<file path="config.mk">
export PLATFORM = sky130hd
export DESIGN_NAME = dual_channel_pwm_with_prescaler
export DESIGN_NICKNAME = d
export VERILOG_FILES = /design/src/design/dcpwm_pkg.sv /design/src/design/dual_channel_pwm_with_prescaler.sv
export SDC_FILE = /design/constraint.sdc
export NUM_CORES = 1
export LEC_CHECK = 0
export BUFFER_PORTS_ARGS = -buffer_cell sky130_fd_sc_hd__buf_2
export CAP_MARGIN = 20
export CORE_MARGIN = 1
export CORE_UTILIZATION = 60
export DETAILED_ROUTE_END_ITERATION = 8
export PLACE_DENSITY = 0.86
export SYNTH_ARGS = -nofsm -noshare
export SYNTH_HDL_FRONTEND = slang
export SYNTH_SLANG_ARGS = --single-unit
</file>
<file path="constraint.sdc">
create_clock -name clk -period 7.8 [get_ports clk]
set_clock_uncertainty 0.2 [all_clocks]
set_input_delay 1.56 -clock clk [delete_from_list [all_inputs] [get_ports clk]]
set_output_delay 1.56 -clock clk [all_outputs]
set_load 0.1 [all_outputs]
</file>
<file path="src/design/dcpwm_pkg.sv">
// Shared constants and the prescaler table for the dual-channel PWM block.
`default_nettype none
package dcpwm_pkg;

  // Number of fitted channels and width of each period counter.
  localparam int unsigned CHANNELS   = 2;
  localparam int unsigned COUNT_BITS = 16;

  // Channels that the register map provides room for.
  localparam int unsigned MAX_CHANNELS = 2;

  localparam int unsigned PRE_BITS    = 17;
  localparam int unsigned CTRL_BITS   = 22;
  localparam int unsigned PERIOD_BITS = 32;
  localparam int unsigned PERIOD_HALF = 16;
  localparam int unsigned DATA_BITS   = 32;
  localparam int unsigned ADDR_BITS   = 4;
  localparam int unsigned IN_BYTES    = 8;
  localparam int unsigned OUT_BYTES   = 8;
  localparam int unsigned OUT_FIELDS  = 4;

  // Layout of one channel's field inside the control word.
  localparam int unsigned CTRL_STRIDE     = 15;
  localparam int unsigned CTRL_FIELD_BITS = 7;
  localparam int unsigned CODE_BITS       = 4;
  localparam int unsigned CTRL_EN_BIT     = 4;
  localparam int unsigned CTRL_POL_BIT    = 5;
  localparam int unsigned CTRL_GATE_BIT   = 6;

  // Register indexes on the configuration port (byte address / 4).
  typedef enum logic [1:0] {
    REG_CONTROL = 2'd0,
    REG_PERIOD0 = 2'd1,
    REG_PERIOD1 = 2'd2,
    REG_NONE    = 2'd3
  } reg_idx_t;

  // Divisor for each prescaler code; zero stops the channel.
  localparam logic [PRE_BITS-1:0] DIV_TABLE [16] = '{
    17'd120,   17'd180,   17'd240,   17'd360,
    17'd480,   17'd0,     17'd0,     17'd0,
    17'd12000, 17'd24000, 17'd36000, 17'd48000,
    17'd72000, 17'd0,     17'd0,     17'd1
  };

  typedef struct packed {
    logic ch1_wrapped;
    logic ch0_wrapped;
    logic pin1_level;
    logic pin0_level;
  } result_t;

endpackage
`default_nettype wire

</file>
<file path="src/design/dual_channel_pwm_with_prescaler.sv">
// Top level of the dual-channel PWM generator with per-channel prescalers.
//
// Each input transfer is one oscillator tick; advance (tdata bit 0) steps the
// prescaler and period counters of every running channel, and the result
// transfer reports the pin levels after that tick and whether each period
// counter wrapped. The block takes one transfer per clock cycle while the result
// is not held up; a result passes through the input register, then the result
// register, and the input side keeps moving while a result waits as long as
// the result register is free or being emptied in the same cycle. The counter
// step of each channel, one increment and compare per counter, sits between
// those two registers. The user must write registers through the APB port only
// while no transfer is in flight; the block itself does not enforce this.
`default_nettype none
module dual_channel_pwm_with_prescaler
  import dcpwm_pkg::*;
(
  input  wire logic                 clk,
  input  wire logic                 rst_n,
  input  wire logic                 in_tvalid,
  output logic                      in_tready,
  input  wire logic [IN_BYTES-1:0]  in_tdata,    // [0] advance
  output logic                      out_tvalid,
  input  wire logic                 out_tready,
  output logic [OUT_BYTES-1:0]      out_tdata,   // [0] pin0_level, [1] pin1_level,
                                                 // [2] ch0_wrapped, [3] ch1_wrapped
  input  wire logic                 cfg_psel,
  input  wire logic                 cfg_penable,
  input  wire logic                 cfg_pwrite,
  input  wire logic [ADDR_BITS-1:0] cfg_paddr,
  input  wire logic [DATA_BITS-1:0] cfg_pwdata,
  output logic [DATA_BITS-1:0]      cfg_prdata,
  output logic                      cfg_pready
);

  logic [CTRL_BITS-1:0]   control_r;
  logic [PERIOD_BITS-1:0] period_r [MAX_CHANNELS];

  logic     in_valid_r;
  logic     adv_r;
  logic     out_valid_r;
  result_t  out_data_r;
  logic     step;
  reg_idx_t cfg_idx;
  logic     cfg_wr;

  logic lvl_w  [MAX_CHANNELS];
  logic wrap_w [MAX_CHANNELS];

  // ---------------------------------------------------------------- config
  assign cfg_pready = 1'b1;
  assign cfg_idx    = reg_idx_t'(cfg_paddr[ADDR_BITS-1:2]);
  assign cfg_wr     = cfg_psel && cfg_penable && cfg_pwrite && cfg_pready;

  always_ff @(posedge clk) begin
    if (!rst_n) begin
      control_r   <= '0;
      period_r[0] <= '0;
      period_r[1] <= '0;
    end else if (cfg_wr) begin
      unique case (cfg_idx)
        REG_CONTROL: control_r   <= cfg_pwdata[CTRL_BITS-1:0];
        REG_PERIOD0: period_r[0] <= cfg_pwdata;
        REG_PERIOD1: period_r[1] <= cfg_pwdata;
        default: ;
      endcase
    end
  end

  always_comb begin
    unique case (cfg_idx)
      REG_CONTROL: cfg_prdata = {{(DATA_BITS-CTRL_BITS){1'b0}}, control_r};
      REG_PERIOD0: cfg_prdata = period_r[0];
      REG_PERIOD1: cfg_prdata = period_r[1];
      default:     cfg_prdata = '0;
    endcase
  end

  // --------------------------------------------------------------- pipeline
  // The input register moves on whenever the result register is empty or is
  // being drained in this cycle; the counters step with that move.
  assign step      = in_valid_r && (!out_valid_r || out_tready);
  assign in_tready = !in_valid_r || step;

  always_ff @(posedge clk) begin
    if (!rst_n) begin
      in_valid_r <= 1'b0;
    end else if (in_tready) begin
      in_valid_r <= in_tvalid;
    end
  end

  always_ff @(posedge clk) begin
    if (in_tready && in_tvalid) begin
      adv_r <= in_tdata[0];
    end
  end

  // --------------------------------------------------------------- channels
  for (genvar c = 0; c < MAX_CHANNELS; c++) begin : g_ch
    if (c < CHANNELS) begin : g_fit
      logic [CTRL_FIELD_BITS-1:0] fld;
      logic [CODE_BITS-1:0]       code;
      logic                       en;
      logic                       pol;
      logic                       gate;
      logic [COUNT_BITS-1:0]      entire;
      logic [COUNT_BITS-1:0]      active;
      logic [PRE_BITS-1:0]        divv;
      logic [PRE_BITS-1:0]        pre_r;
      logic [PRE_BITS-1:0]        pre_nxt;
      logic [PRE_BITS-1:0]        pre_inc;
      logic [COUNT_BITS-1:0]      cyc_r;
      logic [COUNT_BITS-1:0]      cyc_nxt;
      logic                       run;
      logic                       pre_hit;

      assign fld    = control_r[c*CTRL_STRIDE +: CTRL_FIELD_BITS];
      assign code   = fld[CODE_BITS-1:0];
      assign en     = fld[CTRL_EN_BIT];
      assign pol    = fld[CTRL_POL_BIT];
      assign gate   = fld[CTRL_GATE_BIT];
      assign entire = period_r[c][PERIOD_HALF +: COUNT_BITS];
      assign active = period_r[c][0 +: COUNT_BITS];
      assign divv   = DIV_TABLE[code];

      assign run     = adv_r && gate && (divv != '0);
      assign pre_inc = PRE_BITS'(pre_r + 1'b1);
      // A count left above a smaller divisor after a code change ends the
      // prescale period at once, as does the count rolling over.
      assign pre_hit = (pre_inc >= divv) || (pre_inc == '0);

      always_comb begin
        pre_nxt   = pre_r;
        cyc_nxt   = cyc_r;
        wrap_w[c] = 1'b0;
        if (!en) begin
          pre_nxt = '0;
          cyc_nxt = '0;
        end else if (run) begin
          if (pre_hit) begin
            pre_nxt = '0;
            if (cyc_r >= entire) begin
              cyc_nxt   = '0;
              wrap_w[c] = 1'b1;
            end else begin
              cyc_nxt = COUNT_BITS'(cyc_r + 1'b1);
            end
          end else begin
            pre_nxt = pre_inc;
          end
        end
        if (!en) begin
          lvl_w[c] = !pol;
        end else begin
          lvl_w[c] = (cyc_nxt < active) ? pol : !pol;
        end
      end

      always_ff @(posedge clk) begin
        if (!rst_n) begin
          pre_r <= '0;
          cyc_r <= '0;
        end else if (step) begin
          pre_r <= pre_nxt;
          cyc_r <= cyc_nxt;
        end
      end
    end else begin : g_absent
      assign lvl_w[c]  = 1'b0;
      assign wrap_w[c] = 1'b0;
    end
  end

  // ----------------------------------------------------------------- result
  always_ff @(posedge clk) begin
    if (!rst_n) begin
      out_valid_r <= 1'b0;
    end else if (step) begin
      out_valid_r <= 1'b1;
    end else if (out_tready) begin
      out_valid_r <= 1'b0;
    end
  end

  always_ff @(posedge clk) begin
    if (step) begin
      out_data_r.pin0_level  <= lvl_w[0];
      out_data_r.pin1_level  <= lvl_w[1];
      out_data_r.ch0_wrapped <= wrap_w[0];
      out_data_r.ch1_wrapped <= wrap_w[1];
    end
  end

  assign out_tvalid = out_valid_r;
  assign out_tdata  = {{(OUT_BYTES-OUT_FIELDS){1'b0}}, out_data_r};

endmodule
`default_nettype wire

</file>
==> key figures <==
Run status
  – Status: finished with violations
  – Failing checks: DRC

Power and ir drop
  – Clock share of power: between 40% and 50%
  – Switching part of the total: between 20% and 30%
  – Power after layout: approximately 2.1 mW
  – Combinational group share of total power: 12.8%
  – Switching power: 0.582 mW
  – Leakage power total: roughly 5.2 nW
  – Flop pwr share: between 40% and 50%
  – Internal power: approximately 1.5 mW
  – P per Cell Area: between 150 and 200 nW/um^2
  – Max VDD drop: around 0.00015 V

Yosys
  – Yosys cell types: 77
  – Number of synthesized flops with an enable pin: a little under 70
  – Asr flop ratio synth: 0%
  – Syn_area_per_cell: approximately 8.5 sq um
  – Ys Warns: 0
  – Sequential share of the synthesized area: 34.8%
  – Synth Area in Compound Gates: between 20 and 25%
  – Area leader, netlist: edfxtp_1
  – Synth top area share: approximately a fifth
  – Mapped Cells: 1303
  – Mapped cell area: roughly 11000 sq um
  – Primary FF master, synth: dfxtp_1
  – Main combinational cell family by area after synthesis: simple AND/OR/NAND/NOR gates
  – Xor and xnor fraction of the mapped netlist area: 2.75%
  – Mux contribution to synthesized area: 2.54%
  – #FFs+latches synth: approximately 160
  – Synth area leaders: edfxtp_1 (19%), dfxtp_1 (16%), ha_1 (12%)
  – Post-Synth Simple-Gate Area: between 20% and 30%
  – Adder-cell share of the synthesized area: roughly an eighth

STA
  – Slew margin rel.: between 20% and 30%
  – Tmin final: between 7 and 8 ns
  – Setup_tns: 0 ns
  – Max Slew Vio Count: 0
  – FMAX: ~140 MHz
  – Worst-Margin Slew: ~1.1 ns
  – RSZ-0062 raised after global routing: false
  – Fin. Hold Viols: 0
  – Crit share post-route: 91.0%
  – Final setup viols: 0

Setup path
  – Worst Setup SP: g_ch[1].g_fit.pre_r[0]
  – Critical path data arrival time: ~7 ns
  – Start of the worst register-to-register path: g_ch[1].g_fit.pre_r[0]
  – Critical path class: reg -> reg
  – RR Endpoint: out_tdata[1]
  – WP buf/inv: 1
  – Type of element capturing the critical path: register
  – CP Launch Type: register
  – Slack of the worst reg-to-reg path: 0.70 ns
  – CP max-delay cell: or4_1
  – CP Data Required Time: slightly below 8 ns
  – Worst path max stage delay: roughly 0.55 ns
  – FF-to-FF path depth: 26
  – Crit path max-delay family: simple AND/OR/NAND/NOR gates
  – Max FO, Critical Path: 25
  – CP dominant cell by count: ha_1

Route
  – Iteration-0 DRC Markers: slightly below 1000
  – # DRC: 6
  – Antenna Nets Post-Route: 0
  – Routed vias: between 10000 and 15000
  – Total iterations of the first detailed-routing run: 8
  – Average wire per standard cell: 19.9 um
  – Via density: ~6.5
  – Final wirelength: roughly 31000 um

Clocking
  – Post-cts gate resize count: 0
  – CTS H-tree depth: 4
  – Setup bufs post-CTS: 0
  – # clock sinks: roughly 160
  – CTS tree: yes
  – Cts-stage hold buffer count: 0
  – CTS root buffer: clkbuf_16
  – Num CTS Buffers: 17
  – CTS clk-pin slew, worst paths: 0.07 ns
  – CTS max path bufs: 2
  – Clock latency on the worst-skew pair: around 0.43 ns

Min path
  – HP Class: reg -> reg
  – Min-delay src: control_r[11]
  – WHS Path Cells: 2
  – WHS Endpoint: control_r[11]

Flow run
  – Max-Cap Viols: 0

Final layout
  – Net count, final: 1494
  – Layout area overhead: 10.6%
  – Core Util, Final: about two thirds
  – Layout cells sized above 1: about 11%

Global route
  – Vias in the first global route: approximately 9500
  – Pin count of the biggest net entering global routing: just over 60
  – First-pass GRT wire length: 49700 um
  – GRT overflow: 0
  – Total GRT Usage: about 33%
  – Initial antenna violation count: 2

Floorplan
  – Die extent in x: 138 um
  – Core area: ~18000 sq um
  – Die area: between 15000 and 20000 sq um
  – Row count: 49
  – Chip height: 138 um
  – IO Pins: 94
  – Initial Utilization: between 60% and 70%

Placed design
  – Port bufs: roughly 80
  – Final GP Congestion: slightly above 0.9
  – Final HPWL DP: 21700 um
[power groups by stage]
stage	combinational [mW]	clock (mW)	sequential [mW]
floorplan	0.190	0	0.926
finish	0.266	0.903	0.907
global placement	0.250	0	0.923
CTS	0.257	0.904	0.906
detailed placement	0.255	0	0.924
global route	0.278	0.939	0.909
[layer usage]
layer / vias to the layer above / GRT usage, % / share of wire, %
met5: - / 0 / 0
li1: 4849 / - / -
met1: 4850 / 42.5 / 41
met4: 0 / 11.8 / 2.6
met2: 545 / 55.0 / 48
met3: 79 / 5.82 / 8.6
[through the flow]
stage | hold WS [ns] | cells | instance area (sq um) | setup slack, ns
6_report | 0.265 | 1579 | 12300 | 0.704
5_1_grt | 0.285 | 1579 | 12300 | 0.262
4_1_cts | 0.264 | 1571 | 12200 | 0.877
3_5_place_dp | 0.246 | 1539 | 11600 | 0.946
3_3_place_gp | 0.244 | 1539 | 11600 | 1.21
2_1_floorplan | 0.236 | 1306 | 11100 | 1.91
[cell usage after synthesis (10+ instances only)]
library cell,count
o211ai_1,27
mux2i_1,26
nand4_1,31
clkbuf_1,62
ha_1,108
inv_1,91
nand2b_1,22
edfxtp_1,69
dfxtp_1,90
xnor2_1,21
nor3_1,20
nor2_1,72
and2_1,44
a21o_1,17
nor2b_1,12
o22ai_1,33
nand2_1,136
a21oi_1,71
o21ai_0,58
a31oi_1,24
a22oi_1,26
or3_1,10
xor2_1,12
and3_1,20
nand3_1,43
o31ai_1,20
[worst reg2reg max path, delay by kind of cell, from the launching register on]
family          cells  cell delay (ns)
fa+ha+maj           3             0.89
compound gates     11             2.31
flops               1             0.52
simple gates       10             2.45
xor+xnor            1             0.25
buf+inv             1             0.22
[worst max path at each step]
stage | end | slack [ns] | cells after the start
floorplan | out_tdata[1] | 1.91 | 27
global placement | out_tdata[1] | 1.21 | 26
detailed placement | out_tdata[1] | 0.95 | 26
CTS | out_tdata[1] | 0.88 | 26
global route | out_tdata[1] | 0.26 | 26
finish | out_tdata[1] | 0.70 | 26
[kinds of logic after synthesis]
family                   after synthesis
other                                  2
multiplexers                          28
AO/OA/AOI/OAI                        341
adder cells (fa/ha/maj)              108
buffers and inverters                173
XOR/XNOR                              34
flip-flops                           159
AND/OR/NAND/NOR                      458
[final cells by class]
type                            count  area (sq um)
Timing Repair Buffer               91           546
Fill cell                        1371          5790
Clock buffer                       19           443
Antenna cell                        2          5.00
Sequential cell                   159          3870
Inverter                           92           345
Tap cell                          229           287
Clock inverter                     13           186
Multi-Input combinational cell    974          6610
[layout by cell type (no fill, tap or decap), drive strengths merged, types with 17 or more instances in the layout]
cell type,netlist,routed
a21oi,72,72
nand2b,22,22
xnor2,22,22
o31ai,20,20
nand4,32,32
buf,18,91
and2,44,44
a22oi,26,26
a21o,17,17
nor2,72,72
edfxtp,69,69
mux2i,26,26
ha,108,108
nand3,44,44
nor3,21,21
o22ai,33,33
o211ai,27,27
a31oi,24,24
inv,91,94
and3,20,20
dfxtp,90,90
nand2,139,139
o21ai,59,59
clkbuf,63,19
[sequential cells by signal (all words and copies together) (netlist names)]
signal and flops:
control_r 22, out_tdata 4, g_ch.g_fit.pre_r 34, out_tvalid 1, in_valid_r 1, adv_r 1, g_ch.g_fit.cyc_r 32, period_r 64
(Power assumes the default switching activity.)
